## config.mk

```make
export PLATFORM = sky130hd
export DESIGN_NAME = mbad_div
export DESIGN_NICKNAME = d
export VERILOG_FILES = /design/src/sv/mbad_pkg.sv /design/src/sv/mbad_div.sv
export SDC_FILE = /design/constraint.sdc
export NUM_CORES = 1
export LEC_CHECK = 0
export CORE_MARGIN = 5
export CORE_UTILIZATION = 25
export CTS_BUF_LIST = sky130_fd_sc_hd__clkbuf_8
export CTS_CLUSTER_SIZE = 28
export DETAILED_ROUTE_END_ITERATION = 8
export DONT_BUFFER_PORTS = 1
export PLACE_DENSITY_LB_ADDON = 0.15
export SKIP_LAST_GASP = 1
export SYNTH_ARGS = -nofsm -noshare
export SYNTH_HDL_FRONTEND = slang
export SYNTH_SLANG_ARGS = --single-unit
```

## constraint.sdc

```tcl
create_clock -name clock -period 2.8 [get_ports clock]
set_input_delay 0.56 -clock clock [delete_from_list [all_inputs] [get_ports clock]]
set_output_delay 0.56 -clock clock [all_outputs]
set_load 0.005 [all_outputs]
```

## src/sv/mbad_pkg.sv

```systemverilog
// ----------------------------------------------------------------------------
// mbad_pkg
// Shared types and constants of the masked block average downsampler.
// ----------------------------------------------------------------------------
package mbad_pkg;

   localparam int SUM_W = 40;
   localparam int CSUM_W = 16;
   localparam int CNT_W = 9;
   localparam int LINE_W = 3 * SUM_W + 3 * CSUM_W + CNT_W;
   localparam int QUO_W = 40;

   // configuration register indexes
   localparam logic [1:0] REG_WIDTH = 2'd0;
   localparam logic [1:0] REG_HEIGHT = 2'd1;
   localparam logic [1:0] REG_BLOCK = 2'd2;

   // sequencer states
   typedef enum logic [1:0] {
      ST_IDLE,
      ST_READ,
      ST_DIV,
      ST_OUT
   } state_type;

endpackage

```

## src/sv/mbad_div.sv

```systemverilog
// ----------------------------------------------------------------------------
// mbad_div
// Radix-2 restoring divider shared over six sums, one quotient bit a cycle.
// Signed sums are divided as magnitudes and the sign applied at the end.
// ----------------------------------------------------------------------------
module mbad_div
   import mbad_pkg::*;
(
   input  logic                  clock,
   input  logic                  reset,
   input  logic                  start,
   input  logic [SUM_W-1:0]      dividend,
   input  logic                  is_signed,
   input  logic [CNT_W-1:0]      divisor,
   output logic                  done,
   output logic [QUO_W-1:0]      quotient
);

   localparam int STEP_W = $clog2(QUO_W + 1);

   logic [QUO_W-1:0]  quo_ff, quo_in;
   logic [CNT_W:0]    rem_ff, rem_in;
   logic [STEP_W-1:0] step_ff, step_in;
   logic              busy_ff, busy_in;
   logic              neg_ff, neg_in;
   logic              done_ff, done_in;
   logic [CNT_W:0]    trial;
   logic [CNT_W+1:0]  diff;

   // one shift-subtract step
   always_comb begin
      quo_in = quo_ff;
      rem_in = rem_ff;
      step_in = step_ff;
      busy_in = busy_ff;
      neg_in = neg_ff;
      done_in = 1'b0;
      trial = {rem_ff[CNT_W-1:0], quo_ff[QUO_W-1]};
      diff = {1'b0, trial} - {2'b00, divisor};
      if (start) begin
         neg_in = is_signed & dividend[SUM_W-1];
         quo_in = (is_signed & dividend[SUM_W-1]) ? (~dividend + 1'b1) : dividend;
         rem_in = '0;
         step_in = '0;
         busy_in = 1'b1;
      end else if (busy_ff) begin
         if (!diff[CNT_W+1]) begin
            rem_in = diff[CNT_W:0];
            quo_in = {quo_ff[QUO_W-2:0], 1'b1};
         end else begin
            rem_in = trial;
            quo_in = {quo_ff[QUO_W-2:0], 1'b0};
         end
         step_in = step_ff + 1'b1;
         if (step_ff == STEP_W'(QUO_W - 1)) begin
            busy_in = 1'b0;
            done_in = 1'b1;
         end
      end
   end

   always_ff @(posedge clock) begin
      if (reset) begin
         busy_ff <= 1'b0;
         done_ff <= 1'b0;
      end else begin
         busy_ff <= busy_in;
         done_ff <= done_in;
      end
      quo_ff <= quo_in;
      rem_ff <= rem_in;
      step_ff <= step_in;
      neg_ff <= neg_in;
   end

   assign done = done_ff;
   assign quotient = neg_ff ? (~quo_ff + 1'b1) : quo_ff;

endmodule

```

==> results of run 1 <==
## flip-flops by register name, indices dropped and copies added, names as in the netlist
name,flops
quo_ff,40
rem_ff,9
step_ff,6
busy_ff,1
done,1
neg_ff,1
## routing by layer
layer | GRT usage | wire length [µm] | vias to the layer above | part of all wire
met5 | 0 | 0 | - | 0
met3 | 0.0515 | 1160 | 26 | 0.076
met2 | 0.231 | 7290 | 104 | 0.48
met4 | 0.0447 | 361 | 0 | 0.024
li1 | - | - | 2084 | -
met1 | 0.168 | 6510 | 1964 | 0.42
## cell families (layout without fill, tap and decap cells)
group                      Yosys count  in the layout  synth area share
DFF                                 58             58             0.337
buffers and inverters               46            103            0.0381
adders and majority gates           13             13            0.0365
AOI/OAI and AO/OA                  140            140             0.208
and+or+nand+nor                    188            188             0.213
muxes                               13             13            0.0287
xor gates and xnor gates            74             74             0.139
## critical path: cells and delay by family (launching register included)
kind                      cells  cell delay [ps]
AOI/OAI and AO/OA             1              280
xor gates and xnor gates      1              200
buffers and inverters         1              230
DFF                           1              380
and+or+nand+nor               3             1080
## what timing repair did
action                     in CTS  in global routing
setup endpoints to repair      27                 31
setup buffers                   5                 12
gates resized for setup        43                 41
pin swaps                      27                 21
## placed cells by master, fill, tap and decap left out, types with 5 or more instances in the layout
cell      instances
o41ai_1           9
ha_1             12
inv_1            24
a31oi_1           9
o31ai_1          10
xnor2_1          35
nor2_1           67
dfxtp_1          17
nor2b_1           6
o41ai_4           5
mux2i_1          10
edfxtp_1         41
o21ai_0          26
a21oi_1          35
nand2_1          27
nor4_1           11
o31ai_4           8
or3_1            11
nand4_1           6
xor2_1           26
nand2b_1          5
nor3_1           10
buf_4            61
or4_4             5
xnor2_2          12
or2_2             5
clkbuf_8          9
## metrics by stage
step | TNS (ps) | util | worst slack (ps) | power [mW] | cell area, µm²
floorplan | 0 | - | 244 | 1.51 | 4660
global placement | -62.5 | 0.282 | -58.9 | 1.69 | 5220
detailed placement | -25.9 | 0.282 | -25.9 | 1.69 | 5220
CTS | -4630 | 0.308 | -312 | 2.70 | 5710
global route | -6730 | 0.327 | -400 | 2.89 | 6050
finish | -4150 | 0.327 | -290 | 2.73 | 6050
## power groups by stage
stage / sequential [mW] / combinational [mW] / clock (mW)
floorplan: 1.10 / 0.401 / 0
global placement: 1.10 / 0.585 / 0
finish: 1.09 / 0.702 / 0.941
CTS: 1.09 / 0.631 / 0.974
global route: 1.10 / 0.772 / 1.02
detailed placement: 1.10 / 0.588 / 0
## area by class of cell
cell class | count | area [µm²] | area share
repair buffers | 65 | 507 | 0.0838
flip-flops and latches | 58 | 1570 | 0.260
multi-input cells | 428 | 3360 | 0.556
well taps | 234 | 293 | 0.0484
inverters | 22 | 82.6 | 0.0137
clock buffers | 9 | 124 | 0.0205
clock inverters | 7 | 110 | 0.0182
## worst max path at each step
stage,cells past startpoint,endpoint,slack (ps)
global placement,7,quotient[39],-60
finish,6,quotient[22],-290
global route,6,quotient[28],-400
detailed placement,7,quotient[39],-30
floorplan,5,quotient[29],240
CTS,6,quotient[34],-310
==> reports/metrics.csv, run 1 <==
metric,value,unit
p_sw_frac,0.294,
maxCapViolations,0,
worst_pin_slew,578,ps
timing.final.hold_violations,0,
path_class,flip-flop to primary output,
hp-start,reset,
die_w,147,µm
rsz0062_at_grt,yes,
internal-power,1.93,mW
place_hpwl,11500,µm
ctsHoldBuffers,0,
yosys_warnings,0,
crit_fanout,5,
failed_checks,setup timing,
core_area,0.0185,mm²
vias,4178,
cp_slowest_cell,or4_4,
hold_path_depth,1,
antenna_cells,0,
maxSlewViolCount,0,
drc,0,
grt_pass1_vias,4130,
synthesis.area,0.00466,mm²
hold_end,busy_ff,
grt_max_degree,96,
r2r_end,rem_ff[3],
ys_seq_elements,58,
hold_ws,256,ps
cts_tree,done,
status,"complete, but fails checks",
yosysSeqAreaShare,0.337,
max_stage_delay,600,ps
via_per_inst,5.08,
fmax,324,MHz
placed_cells,790,
die-area,0.0215,mm²
gp_congestion,0.804,
io_pins,94,
clk_pin_slew,70,ps
worst_slack,-290,ps
start_util,0.252,
cts_buffers,9,
root_buffer,clkbuf_8,
clock_skew,9.94,ps
p_leak,2.18,nW
synth_area_leaders,"edfxtp_1, xnor2_1, dfxtp_1, nor2_1, xor2_1",
layout.nets,650,
synth_flop_cell,edfxtp_1,
setup_viol,25,
ys_top_cells_by_count,"nor2_1, xnor2_1, edfxtp_1, a21oi_1, o21ai_0",
clockPowerShare,0.345,
cp.arrival,2530,ps
antenna_found_initial,0,
h-tree-depth,3,
grt_pass1_wl,23400,µm
p_per_area,451,mW/mm²
synthArstFlopShare,0,
switchingPower,0.804,mW
slew_headroom,0.611,
r2r_setup_slack,230,ps
route.antenna.remaining_nets,0,
worstSkewPairLatency,360,ps
timing.rr.start,quo_ff[39],
die_h,147,µm
area_delta_synth_final,29.7,%
synth_top_area_frac,0.264,
ys_types,56,
cp_data_required_time,2240,ps
instances_no_fill,823,
synth_top_area_cell,edfxtp_1,
rows,50,
fillers,1946,
post-route-period-util,1.10,
synth_most_common_cell,nor2_1,
reg2regPathDepth,10,
cp_cell_sequence,or4_4 > nor4_4 > buf_4 > nand2_8 > o41ai_2 > xnor2_1,
track_usage,0.140,
dr.pass1.iters,4,
syn-instance-count,532,
hold_class,input port to flip-flop,
ir_drop,0.000187,V
routedWlPerCell,18.6,µm
seqPwrFrac,0.398,
syn_avg_cell_area,8.77,µm²
crit_path_end_kind,primary output,
cts.sinks,58,
synth_edf_count,41,
layout-drive-gt1-share,0.253,
clock_path_buffers,2,
startpoint_type,flip-flop,
min_period,3090,ps
crit_start,quo_ff[12],
wirelength,15300,µm
portBuffers,0,
syn-num-nets,598,
drt_iter0_markers,215,
combPwrFrac,0.257,
overflow,0,
Power figures use the tool's default switching activity.
==> inputs of run 2 (changes only) <==
TNS_END_PERCENT = 30   (was unset)
==> reports/metrics.csv, run 2 (synthesized netlist as in run 1, its figures left out) <==
metric,value,unit,change
crit_end,quotient[28],,
start_util,0.252,,unchanged
root_buffer,clkbuf_8,,
route.antenna.remaining_nets,0,,unchanged
core_area,0.0185,mm²,unchanged
drt_iter0_markers,199,,-7.4%
io_pins,94,,unchanged
cp_slowest_cell,or4_4,,
max_stage_delay,600,ps,about the same
worstSkewPairLatency,350,ps,about the same
vias,4087,,-2.2%
regMostFlops,quo_ff,,
cp.arrival,2490,ps,-40 ps
dr.pass1.iters,4,,unchanged
hp-start,reset,,
wirelength,15100,µm,-1.3%
layout_common_cells,"nor2_1, buf_4, xnor2_1",,
crit_fanout,3,,-2
via_per_inst,5.03,,-0.97%
hold_class,input port to flip-flop,,
drc,0,,unchanged
cp_num_cells,6,,unchanged
worst_pin_slew,955,ps,+376 ps
grt_pass1_vias,4099,,-0.75%
die_w,147,µm,unchanged
crit_start,quo_ff[12],,
die-area,0.0215,mm²,unchanged
clock_skew,10.2,ps,+0.238 ps
cp_data_required_time,2240,ps,about the same
maxCapViolations,0,,unchanged
antenna_cells,0,,unchanged
place_hpwl,11500,µm,unchanged
p_leak,2.07,nW,-5.0%
antenna_found_initial,0,,unchanged
h-tree-depth,3,,unchanged
area_delta_synth_final,23.2,%,
p_per_area,462,mW/mm²,+2.3%
post-route-period-util,1.09,,-0.0146
layout_commonest_cell,nor2_1,,
timing.rr.start,quo_ff[39],,
cts_tree,done,,
reg2regPathDepth,10,,unchanged
rows,50,,unchanged
status,"complete, but fails checks",,
routedWlPerCell,18.6,µm,about the same
clk_pin_slew,70,ps,about the same
timing.final.hold_violations,0,,unchanged
startpoint_type,flip-flop,,
hold_path_depth,1,,unchanged
rsz0062_at_grt,yes,,
maxSlewViolCount,0,,unchanged
instances_no_fill,813,,-1.2%
setup_viol,28,,+12%
cts.sinks,58,,unchanged
crit_buf_inv,1,,unchanged
crit_family,simple AND/OR/NAND/NOR gates,,
grt_pass1_wl,23300,µm,-0.41%
cp_cell_sequence,or4_4 > nor4_4 > buf_4 > nand3_4 > o41ai_4 > xnor2_2,,
min_period,3050,ps,-40.9 ps
fmax,328,MHz,+1.3%
placed_cells,790,,unchanged
die_h,147,µm,unchanged
failed_checks,setup timing,,
layout.nets,640,,-1.5%
overflow,0,,unchanged
slew_headroom,0.364,,-0.247
gp_congestion,0.804,,unchanged
crit_path_end_kind,primary output,,
r2r_setup_slack,230,ps,about the same
top_regs,"quo_ff x40, rem_ff x9, step_ff x6",,
portBuffers,0,,unchanged
layout-drive-gt1-share,0.202,,-0.0509
path_class,flip-flop to primary output,,
largest_reg_flops,40,,unchanged
worst_slack,-249,ps,+40.9 ps
ir_drop,0.000186,V,-0.87%
track_usage,0.139,,-0.000530
cts_buffers,9,,unchanged
clock_path_buffers,2,,unchanged
r2r_end,rem_ff[3],,
total_power,2.66,mW,-2.8%
ctsHoldBuffers,0,,unchanged
grt_max_degree,96,,unchanged
==> run 2: worst reg2reg max path: cells and delay by family, from the launching register on <==
kind / cells / cell delay (ps)
AO/OA/AOI/OAI: 4 / 860
adder cells (fa/ha/maj): 2 / 580
buffers and inverters: 3 / 380
flip-flops: 1 / 420
multiplexers: 1 / 220
==> run 2: metrics by stage <==
step | TNS, ps | area (µm²) | hold slack (ps) | utilization | setup slack (ps)
final | -3680 | 5750 | 266 | 0.310 | -249
after global routing | -7210 | 5750 | 234 | 0.310 | -395
after CTS | -5240 | 5600 | 238 | 0.302 | -312
after detailed placement | -25.9 | 5220 | 487 | 0.282 | -25.9
after global placement | -62.5 | 5220 | 467 | 0.282 | -58.9
after floorplan | 0 | 4660 | 437 | - | 244
==> run 2: timing repair <==
item | 4_1_cts | 5_1_grt
gates resized for setup | 20 | 20
pin swaps | 13 | 7
setup endpoints to repair | 27 | 31
buffers inserted | 5 | 2
==> run 2: worst min-delay path by stage <==
stage	end	slack, ps
after floorplan	rem_ff[8]	440
after global placement	step_ff[5]	470
after detailed placement	rem_ff[4]	490
after CTS	busy_ff	240
after global routing	busy_ff	230
final	busy_ff	270
==> run 2: cell type report <==
cell class,count,area [µm²]
Clock buffer,9,124
Inverter,22,82.6
Clock inverter,7,110
Multi-Input combinational cell,428,3150
Sequential cell,58,1570
Tap cell,234,293
Fill cell,1966,12800
Timing Repair Buffer,55,420
==> run 2: where the power goes <==
part / switching (mW) / internal [mW]
clock: 0.353 / 0.583
sequential: 0.0778 / 1.02
combinational: 0.337 / 0.289
==> run 2: routing by layer <==
layer,vias up,routed length [µm],GRT usage
met5,-,0,0
met4,0,284,0.0428
met3,24,1180,0.0518
met2,104,7240,0.229
met1,1905,6420,0.168
li1,2054,-,-
