[config.mk]
export PLATFORM = sky130hd
export DESIGN_NAME = mbad_ram
export DESIGN_NICKNAME = d
export VERILOG_FILES = /design/src/sv/mbad_ram.sv
export SDC_FILE = /design/constraint.sdc
export NUM_CORES = 1
export LEC_CHECK = 0
export ABC_CLOCK_PERIOD_IN_PS = 4800
export CAP_MARGIN = 20
export CORE_MARGIN = 5
export CORE_UTILIZATION = 55
export CTS_CLUSTER_DIAMETER = 30
export DETAILED_ROUTE_END_ITERATION = 10
export DONT_BUFFER_PORTS = 1
export GPL_TIMING_DRIVEN = 0
export PLACE_DENSITY = 0.7
export SLEW_MARGIN = 5
export SYNTH_ARGS = -nofsm -noshare
export SYNTH_HDL_FRONTEND = slang
export SYNTH_SLANG_ARGS = --single-unit
[constraint.sdc]
create_clock -name clock -period 4.8 [get_ports clock]
set_input_delay 0.48 -clock clock [delete_from_list [all_inputs] [get_ports clock]]
set_output_delay 0.48 -clock clock [all_outputs]
set_load 0.005 [all_outputs]
[src/sv/mbad_ram.sv]
// ----------------------------------------------------------------------------
// mbad_ram
// Generic single-port-write, single-port-read RAM with registered read data.
// ----------------------------------------------------------------------------
module mbad_ram #(
   parameter int WIDTH = 8,
   parameter int DEPTH = 16
) (
   input  logic                     clock,
   input  logic                     wr_en,
   input  logic [$clog2(DEPTH)-1:0] wr_addr,
   input  logic [WIDTH-1:0]         wr_data,
   input  logic [$clog2(DEPTH)-1:0] rd_addr,
   output logic [WIDTH-1:0]         rd_data
);

   logic [WIDTH-1:0] mem [DEPTH];

   // write port and registered read port
   always_ff @(posedge clock) begin
      if (wr_en) begin
         mem[wr_addr] <= wr_data;
      end
      rd_data <= mem[rd_addr];
   end

endmodule

==> summary.md, run 1 <==
| Metric | Value |
|---|---|
| Outcome | completed |
| Multiplexer area fraction after synthesis | 0.150 |
| Vias in the first global route | between 2000 and 2500 |
| Combinational share of power | 0.032 |
| HPWL Detailed | around 6000 µm |
| Worst-path clk slew | around 0.060 ns |
| Dpl cells | ~340 |
| Fin. max-slew vios | 0 |
| Routed WL per cell | around 26 µm |
| Core area | just over 9000 µm² |
| CTS tree | done |
| RSZ-0062 raised after global routing | false |
| Num CTS Buffers | 17 |
| Complex-gate fraction of the synthesized area | 0.0233 |
| Pin count of the biggest net entering global routing | 17 |
| Peak Freq | around 0.64 GHz |
| Post-Syn Instances | between 200 and 250 |
| R2R Path End | rd_data[0] |
| Switch Pwr | between 0.0005 and 0.0006 W |
| Non-Filler Instances | approximately 380 |
| Hold path depth | 0 |
| Inserted Diodes | 0 |
| Power Density | 473 nW/µm² |
| Yosys top cell area share | 0.747 |
| Seq cells post-synth | approximately 140 |
| Post-placement cell area | roughly 5300 µm² |
| Syn Nets | ~250 |
| Post_cts resized | 0 |
| Sw frac | 0.193 |
| Synth Area in XOR/XNOR | 0 |
| Setup TNS | 0 ns |
| Leading area contributor after synthesis | edfxtp_1 |
| Post-layout net count | 270 |
| Via count of the routed design | ~2300 |
| Chip width | around 110 µm |
| Hold Crit Class | in2reg |
| FF+latch area | ~4000 µm² |
| First-pass GRT wire length | 14400 µm |
| Initial antenna violation count | 0 |
| Final WL | around 9600 µm |
| Root Buffer | clkbuf_8 |
| Synth Area in Adders | 0 |
| Row Count | 35 |
| CP startpoint | wr_addr[2] |
| GP Congestion | 0.731 |
| Slew headroom | 0.429 |
| # setup viols final | 0 |
| FILL cells | 613 |
| Part of the Yosys area used for sequential elements | 0.778 |
| R2R setup slack | around 3.4 ns |
| Worst Path Arrival | about 1.8 ns |
| # DRC | 0 |
| CTS Hold Bufs | 0 |
| Leak | between 1.5 and 2 nW |
| Sequential power share | 0.475 |
| TritonRoute pass-1 iters | 4 |
| Worst-Margin Slew | 0.853 ns |
| GR Overflow Total | 0 |
| Largest family of logic cells by synthesized area | multiplexers |
| Gr usage total | 0.185 |
| Design Area, Final | between 5000 and 6000 µm² |
| Mapped Area | between 5000 and 6000 µm² |
| Distinct cell type count after synthesis | 19 |
| Yosys warnings | 0 |
| Synth area leaders | edfxtp_1 (75%), mux4_2 (7.9%), mux4_1 (7.1%) |
| Top Ports | 26 |
| Peak fanout along the critical path | 6 |
| Syn Area/Cell | roughly 22 µm² |
| MaxCap Viol Count | 0 |
| Htree depth | 4 |
| Clock power share | 0.493 |
| Peak VDD IR | between 0.2 and 0.25 mV |
| Clock sinks | 136 |
| Die area | approximately 11000 µm² |
| Hold path start | wr_data[3] |
| Simple logic cell fraction of the synthesized area | 0.0318 |
| CP Class | in2reg |
| Min-Delay Endpoint | mem[12][3] |
| 1st-iter DRT viols | 220 |
| Synth-to-Final Area Change | 15.7% |
| Die Ht | around 110 µm |
| Multi-input gate area | around 1100 µm² |
| Routed Antenna Nets | 0 |
| Drt via density | 6.20 |
| PortBufs | 0 |
| Period minus WS final | approximately 1.6 ns |
| Crit share post-route | 0.326 |
| Starting Density | 0.560 |
| Clock buffer depth | 2 |
| Worst setup SP type | input pin |
| Final Skew | approximately 0.0085 ns |
| Post-CTS Setup Bufs | 0 |
| R2R depth | 3 |
| Core Util, Final | 0.647 |
| Clk_lat worst skew | ~0.52 ns |
| Worst r2r src | mem[5][0] |
| Int Pwr | 0.00227 W |
| Crit path required time | approximately 5.0 ns |
| CP endpoint kind | flip-flop |
| Hold violation count in the final report | 0 |
| Layout cell share with drive strength beyond 1 | 0.242 |
worst max-delay path: stages:
cell,delay (ns)
or3b_2,0.53
nor3_1,0.44
buf_2,0.32
layout by cell type, fill, tap and decap left out:
cell type and count:
and2_1 1, buf_4 4, clkinv_2 1, or3b_2 1, clkbuf_16 16, clkbuf_1 1
clkdlybuf4s25_2 3, clkbuf_8 1, buf_2 4, nand3b_1 2, nor3_1 4, nand2_1 9
clkinvlp_4 3, nor2b_1 1, inv_6 3, nand3_1 1, bufinv_16 5, and2b_1 1
a22oi_1 16, nand2b_1 2, edfxtp_1 128, mux4_1 14, clkinv_4 2, dfxtp_1 8
nor2_1 13, buf_6 3, mux4_2 18
power groups by stage:
stage,Clock [W],Sequential [W],Combinational [W]
2_1_floorplan,0,0.00136,0.0000674
3_5_place_dp,0,0.00136,0.0000913
5_1_grt,0.00147,0.00134,0.0000975
4_1_cts,0.00141,0.00134,0.0000915
6_report,0.00139,0.00134,0.0000909
3_3_place_gp,0,0.00136,0.0000899
layer usage:
layer / GRT usage / up-vias / wire length [µm]
li1: - / 1019 / -
met3: 0.0680 / 4 / 573
met2: 0.281 / 76 / 4750
met5: 0 / - / 0
met1: 0.254 / 1233 / 4200
met4: 0.0548 / 0 / 70
metrics by stage:
step	power [W]	worst slack [ns]	hold slack, ns
after detailed placement	0.00145	2.77	0.580
after global routing	0.00290	3.15	0.0254
final	0.00282	3.24	0.0542
after floorplan	0.00143	2.83	0.579
after global placement	0.00145	2.38	0.580
after CTS	0.00284	3.28	0.0297
area by class of cell:
cell class                 instances  share of cell area
multi-input combinational         83               0.178
clock inverter                    14              0.0372
buffer                            10              0.0145
clock buffer                      18              0.0702
sequential                       136               0.673
tap                              111              0.0233
timing repair buffer               4             0.00462
synth_stat cells:
| master | instances |
|---|---|
| mux4_1 | 14 |
| buf_2 | 3 |
| and2b_1 | 1 |
| nand2_1 | 9 |
| buf_4 | 1 |
| nand3b_1 | 2 |
| nand2b_1 | 2 |
| clkdlybuf4s25_2 | 3 |
| nand3_1 | 1 |
| mux4_2 | 18 |
| and2_1 | 1 |
| edfxtp_1 | 128 |
| dfxtp_1 | 8 |
| nor2b_1 | 1 |
| buf_6 | 3 |
| or3b_2 | 1 |
| nor2_1 | 13 |
| a22oi_1 | 16 |
| nor3_1 | 4 |
registers in the layout (all words and copies together), names as in the netlist:
name	cells
rd_data	8
mem	128
worst max-delay path by stage:
stage | depth (start not counted) | to | slack [ns]
floorplan | 2 | mem[0][0] | 2.83
global route | 3 | mem[0][0] | 3.15
CTS | 3 | mem[0][0] | 3.28
finish | 3 | mem[0][1] | 3.24
detailed placement | 2 | mem[2][4] | 2.77
global placement | 2 | mem[0][4] | 2.38
kinds of logic (layout without fill, tap and decap cells):
logic type / after synthesis / count (layout)
buffers and inverters: 10 / 46
AND/OR/NAND/NOR: 35 / 35
flip-flops: 136 / 136
AO/OA/AOI/OAI: 16 / 16
multiplexers: 32 / 32
(Power assumes the default switching activity.)
==> run 2, diff against run 1 <==
--- a/config.mk
+++ b/config.mk
@@ -5,7 +5,7 @@
 export SDC_FILE = /design/constraint.sdc
 export NUM_CORES = 1
 export LEC_CHECK = 0
-export ABC_CLOCK_PERIOD_IN_PS = 4800
+export ABC_CLOCK_PERIOD_IN_PS = 1550
 export CAP_MARGIN = 20
 export CORE_MARGIN = 5
 export CORE_UTILIZATION = 55
==> constraint.sdc (replaced) <==
create_clock -name clock -period 1.55 [get_ports clock]
set_input_delay 0.155 -clock clock [delete_from_list [all_inputs] [get_ports clock]]
set_output_delay 0.155 -clock clock [all_outputs]
set_load 0.005 [all_outputs]
==> run 2 against run 1 <==
  * Clock-buffer cell count stayed put
  * Clock skew hardly changed
  * Die area stayed put
  * Sequential power grew to 3.1 times the previous value
  * Via count is 0.99% higher
  * Power grew to 3.0 times the previous value
  * Combinational power grew to 3.9 times the previous value
  * Global-route usage is 0.18 points higher
  * Clock power grew to 2.8 times the previous value
  * Sequential share of layout area is 0.66 points lower
==> summary.md, run 2 (synthesized netlist as in run 1, its figures left out) <==
| Metric | Value |
|---|---|
| Gr usage total | 0.187 (was 0.185) |
| Leak | 1.99 nW (was 1.97 nW) |
| Hold path start | rd_addr[3] (was wr_data[3]) |
| Num CTS Buffers | 17 (unchanged) |
| Clock buffer depth | 2 (unchanged) |
| Peak Freq | about 0.7 GHz |
| Worst r2r src | mem[15][7] (was mem[5][0]) |
| Final Skew | 0.00800 ns (was 0.00849 ns) |
| Most flop-heavy register | mem (unchanged) |
| Biggest regs | mem: 128 flops, rd_data: 8 flops (unchanged) |
| Sum of buffers and inverters on the critical path | 2 (was 1) |
| Inserted Diodes | 0 (unchanged) |
| Post-CTS Setup Bufs | 0 (unchanged) |
| PortBufs | 0 (unchanged) |
| CP Class | in2reg (unchanged) |
| Layout cell share with drive strength beyond 1 | 0.233 (was 0.242) |
| GP Congestion | 0.743 (was 0.731) |
| Chip width | 107 µm (unchanged) |
| Core Util, Final | 0.654 (was 0.647) |
| Critical path's slowest cell | dlygate4sd3_1 (was or3b_2) |
| TritonRoute pass-1 iters | 4 (unchanged) |
| MaxCap Viol Count | 0 (unchanged) |
| Worst-Margin Slew | 0.798 ns (was 0.853 ns) |
| Vias in the first global route | 2422 (was 2323) |
| FILL cells | 601 (was 613) |
| Pin count of the biggest net entering global routing | 17 (unchanged) |
| Worst setup SP type | input pin (unchanged) |
| Power consumption | 0.00843 W (was 0.00282 W) |
| Final WL | 9470 µm (was 9590 µm) |
| First-pass GRT wire length | 14600 µm (was 14400 µm) |
| Starting Density | 0.560 (unchanged) |
| GRT met1 Usage | 0.261 (was 0.254) |
| Die area | 11400 µm² (unchanged) |
| Via count of the routed design | 2355 (was 2332) |
| Design Area, Final | 6010 µm² (was 5950 µm²) |
| Drt via density | 6.10 (was 6.20) |
| Peak VDD IR | 0.773 mV (was 0.233 mV) |
| Htree depth | 4 (unchanged) |
| Period minus WS final | around 1.4 ns |
| # DRC | 0 (unchanged) |
| Worst Path Arrival | 1.66 ns (was 1.78 ns) |
| Core area | 9200 µm² (unchanged) |
| Power Density | 1400 nW/µm² (was 473 nW/µm²) |
| Crit-path cells | dlygate4sd3_1 > nor3_1 > buf_4 (was or3b_2 > nor3_1 > buf_2) |
| Fin. max-slew vios | 0 (unchanged) |
| Crit share post-route | 0.926 |
| FF+latch area | 4000 µm² (unchanged) |
| Flip-flop count of the largest register after layout | 128 (unchanged) |
| GR Overflow Total | 0 (unchanged) |
| Post-layout net count | 280 (was 270) |
| Multi-input gate area | 1060 µm² (about the same) |
| Routed WL per cell | 24.5 µm (was 25.5 µm) |
| Commonest cells after routing, fill and taps aside | edfxtp_1 (128), mux4_2 (18), a22oi_1 (16), clkbuf_16 (16), mux4_1 (14) (unchanged) |
| Top cell family by delay on the critical path | buffers and inverters (was simple AND/OR/NAND/NOR gates) |
| GR Util met2 | 0.280 (was 0.281) |
| Most common cell after layout, fill and taps aside | edfxtp_1 (unchanged) |
| CP max stage delay | 0.63 ns (was 0.53 ns) |
| Post-placement cell area | 5310 µm² (about the same) |
| Min-Delay Endpoint | rd_data[2] (was mem[12][3]) |
| Hold Crit Class | in2reg (unchanged) |
| Clock sinks | 136 (unchanged) |
| Crit path required time | 1.77 ns (was 5.01 ns) |
| Busiest grt layer | met2 (unchanged) |
| CP endpoint kind | flip-flop (unchanged) |
| R2R depth | 3 (unchanged) |
| Row Count | 35 (unchanged) |
| R2R setup slack | 0.15 ns (was 3.36 ns) |
| RSZ-0062 raised after global routing | false (unchanged) |
| R2R Path End | rd_data[7] (was rd_data[0]) |
| Hold path depth | 3 (was 0) |
| Routed Antenna Nets | 0 (unchanged) |
| Outcome | completed (unchanged) |
| Slew headroom | 0.466 (was 0.429) |
| Die Ht | 107 µm (unchanged) |
| # setup viols final | 0 (unchanged) |
| Initial antenna violation count | 0 (unchanged) |
| CTS tree | done (unchanged) |
| Top Ports | 26 (unchanged) |
| Root Buffer | clkbuf_8 (unchanged) |
| Worst-path clk slew | 0.06 ns (about the same) |
| 1st-iter DRT viols | 201 (was 220) |
| Peak fanout along the critical path | 5 (was 6) |
| Synth-to-Final Area Change | 16.8% (was 15.7%) |
| Hold violation count in the final report | 0 (unchanged) |
| GR Util met3 | 0.0458 (was 0.0680) |
| HPWL Detailed | 5930 µm (was 5960 µm) |
| Clk_lat worst skew | 0.51 ns (was 0.52 ns) |
run 2: area by class of cell:
| type | count | area share |
|---|---|---|
| buffer | 10 | 0.0144 |
| clock buffer | 18 | 0.0695 |
| clock inverter | 14 | 0.0291 |
| multi-input combinational | 83 | 0.177 |
| sequential | 136 | 0.666 |
| tap | 111 | 0.0231 |
| timing repair buffer | 14 | 0.0212 |
run 2: worst max-delay path by stage:
stage | startpoint | end | slack (ns) | cells after the start
2_1_floorplan | wr_addr[2] | mem[3][0] | 0.13 | 2
6_report | wr_addr[1] | mem[12][0] | 0.12 | 3
5_1_grt | wr_addr[1] | mem[12][0] | 0.07 | 3
3_3_place_gp | wr_addr[2] | mem[8][1] | -0.29 | 2
4_1_cts | mem[15][7] | rd_data[7] | 0.15 | 3
3_5_place_dp | wr_addr[2] | mem[2][0] | -0.17 | 2
run 2: power breakdown:
part / internal [W] / total, W / switching [W]
registers: 0.00411 / 0.00414 / 0.0000245
logic: 0.000153 / 0.000353 / 0.000200
clock network: 0.00246 / 0.00394 / 0.00148
run 2: what timing repair did:
| action | in CTS | in global routing |
|---|---|---|
| endpoints found under the hold margin | 147 | 0 |
| hold buffers | 11 | 0 |
| endpoints found under the setup margin | 0 | 0 |
| resized for setup | 0 | 0 |
run 2: metal layers:
layer,wire length (µm),vias up
met3,711,9
li1,-,1047
met5,0,-
met4,136,0
met1,3980,1205
met2,4630,94
run 2: worst register-to-register path, stage by stage (launching register included):
cell and delay (ns):
edfxtp_1 0.35, mux4_2 0.51, a22oi_1 0.32, nand2_1 0.09
run 2: per-stage QoR:
stage          setup TNS [ns]  setup slack, ns  hold WS [ns]  cells
2_1_floorplan               0            0.129         0.254    229
3_5_place_dp            -4.36           -0.171         0.255    343
5_1_grt                     0           0.0695         0.119    386
3_3_place_gp            -8.22           -0.292         0.255    340
4_1_cts                     0            0.148        0.0464    386
6_report                    0            0.115        0.0728    386
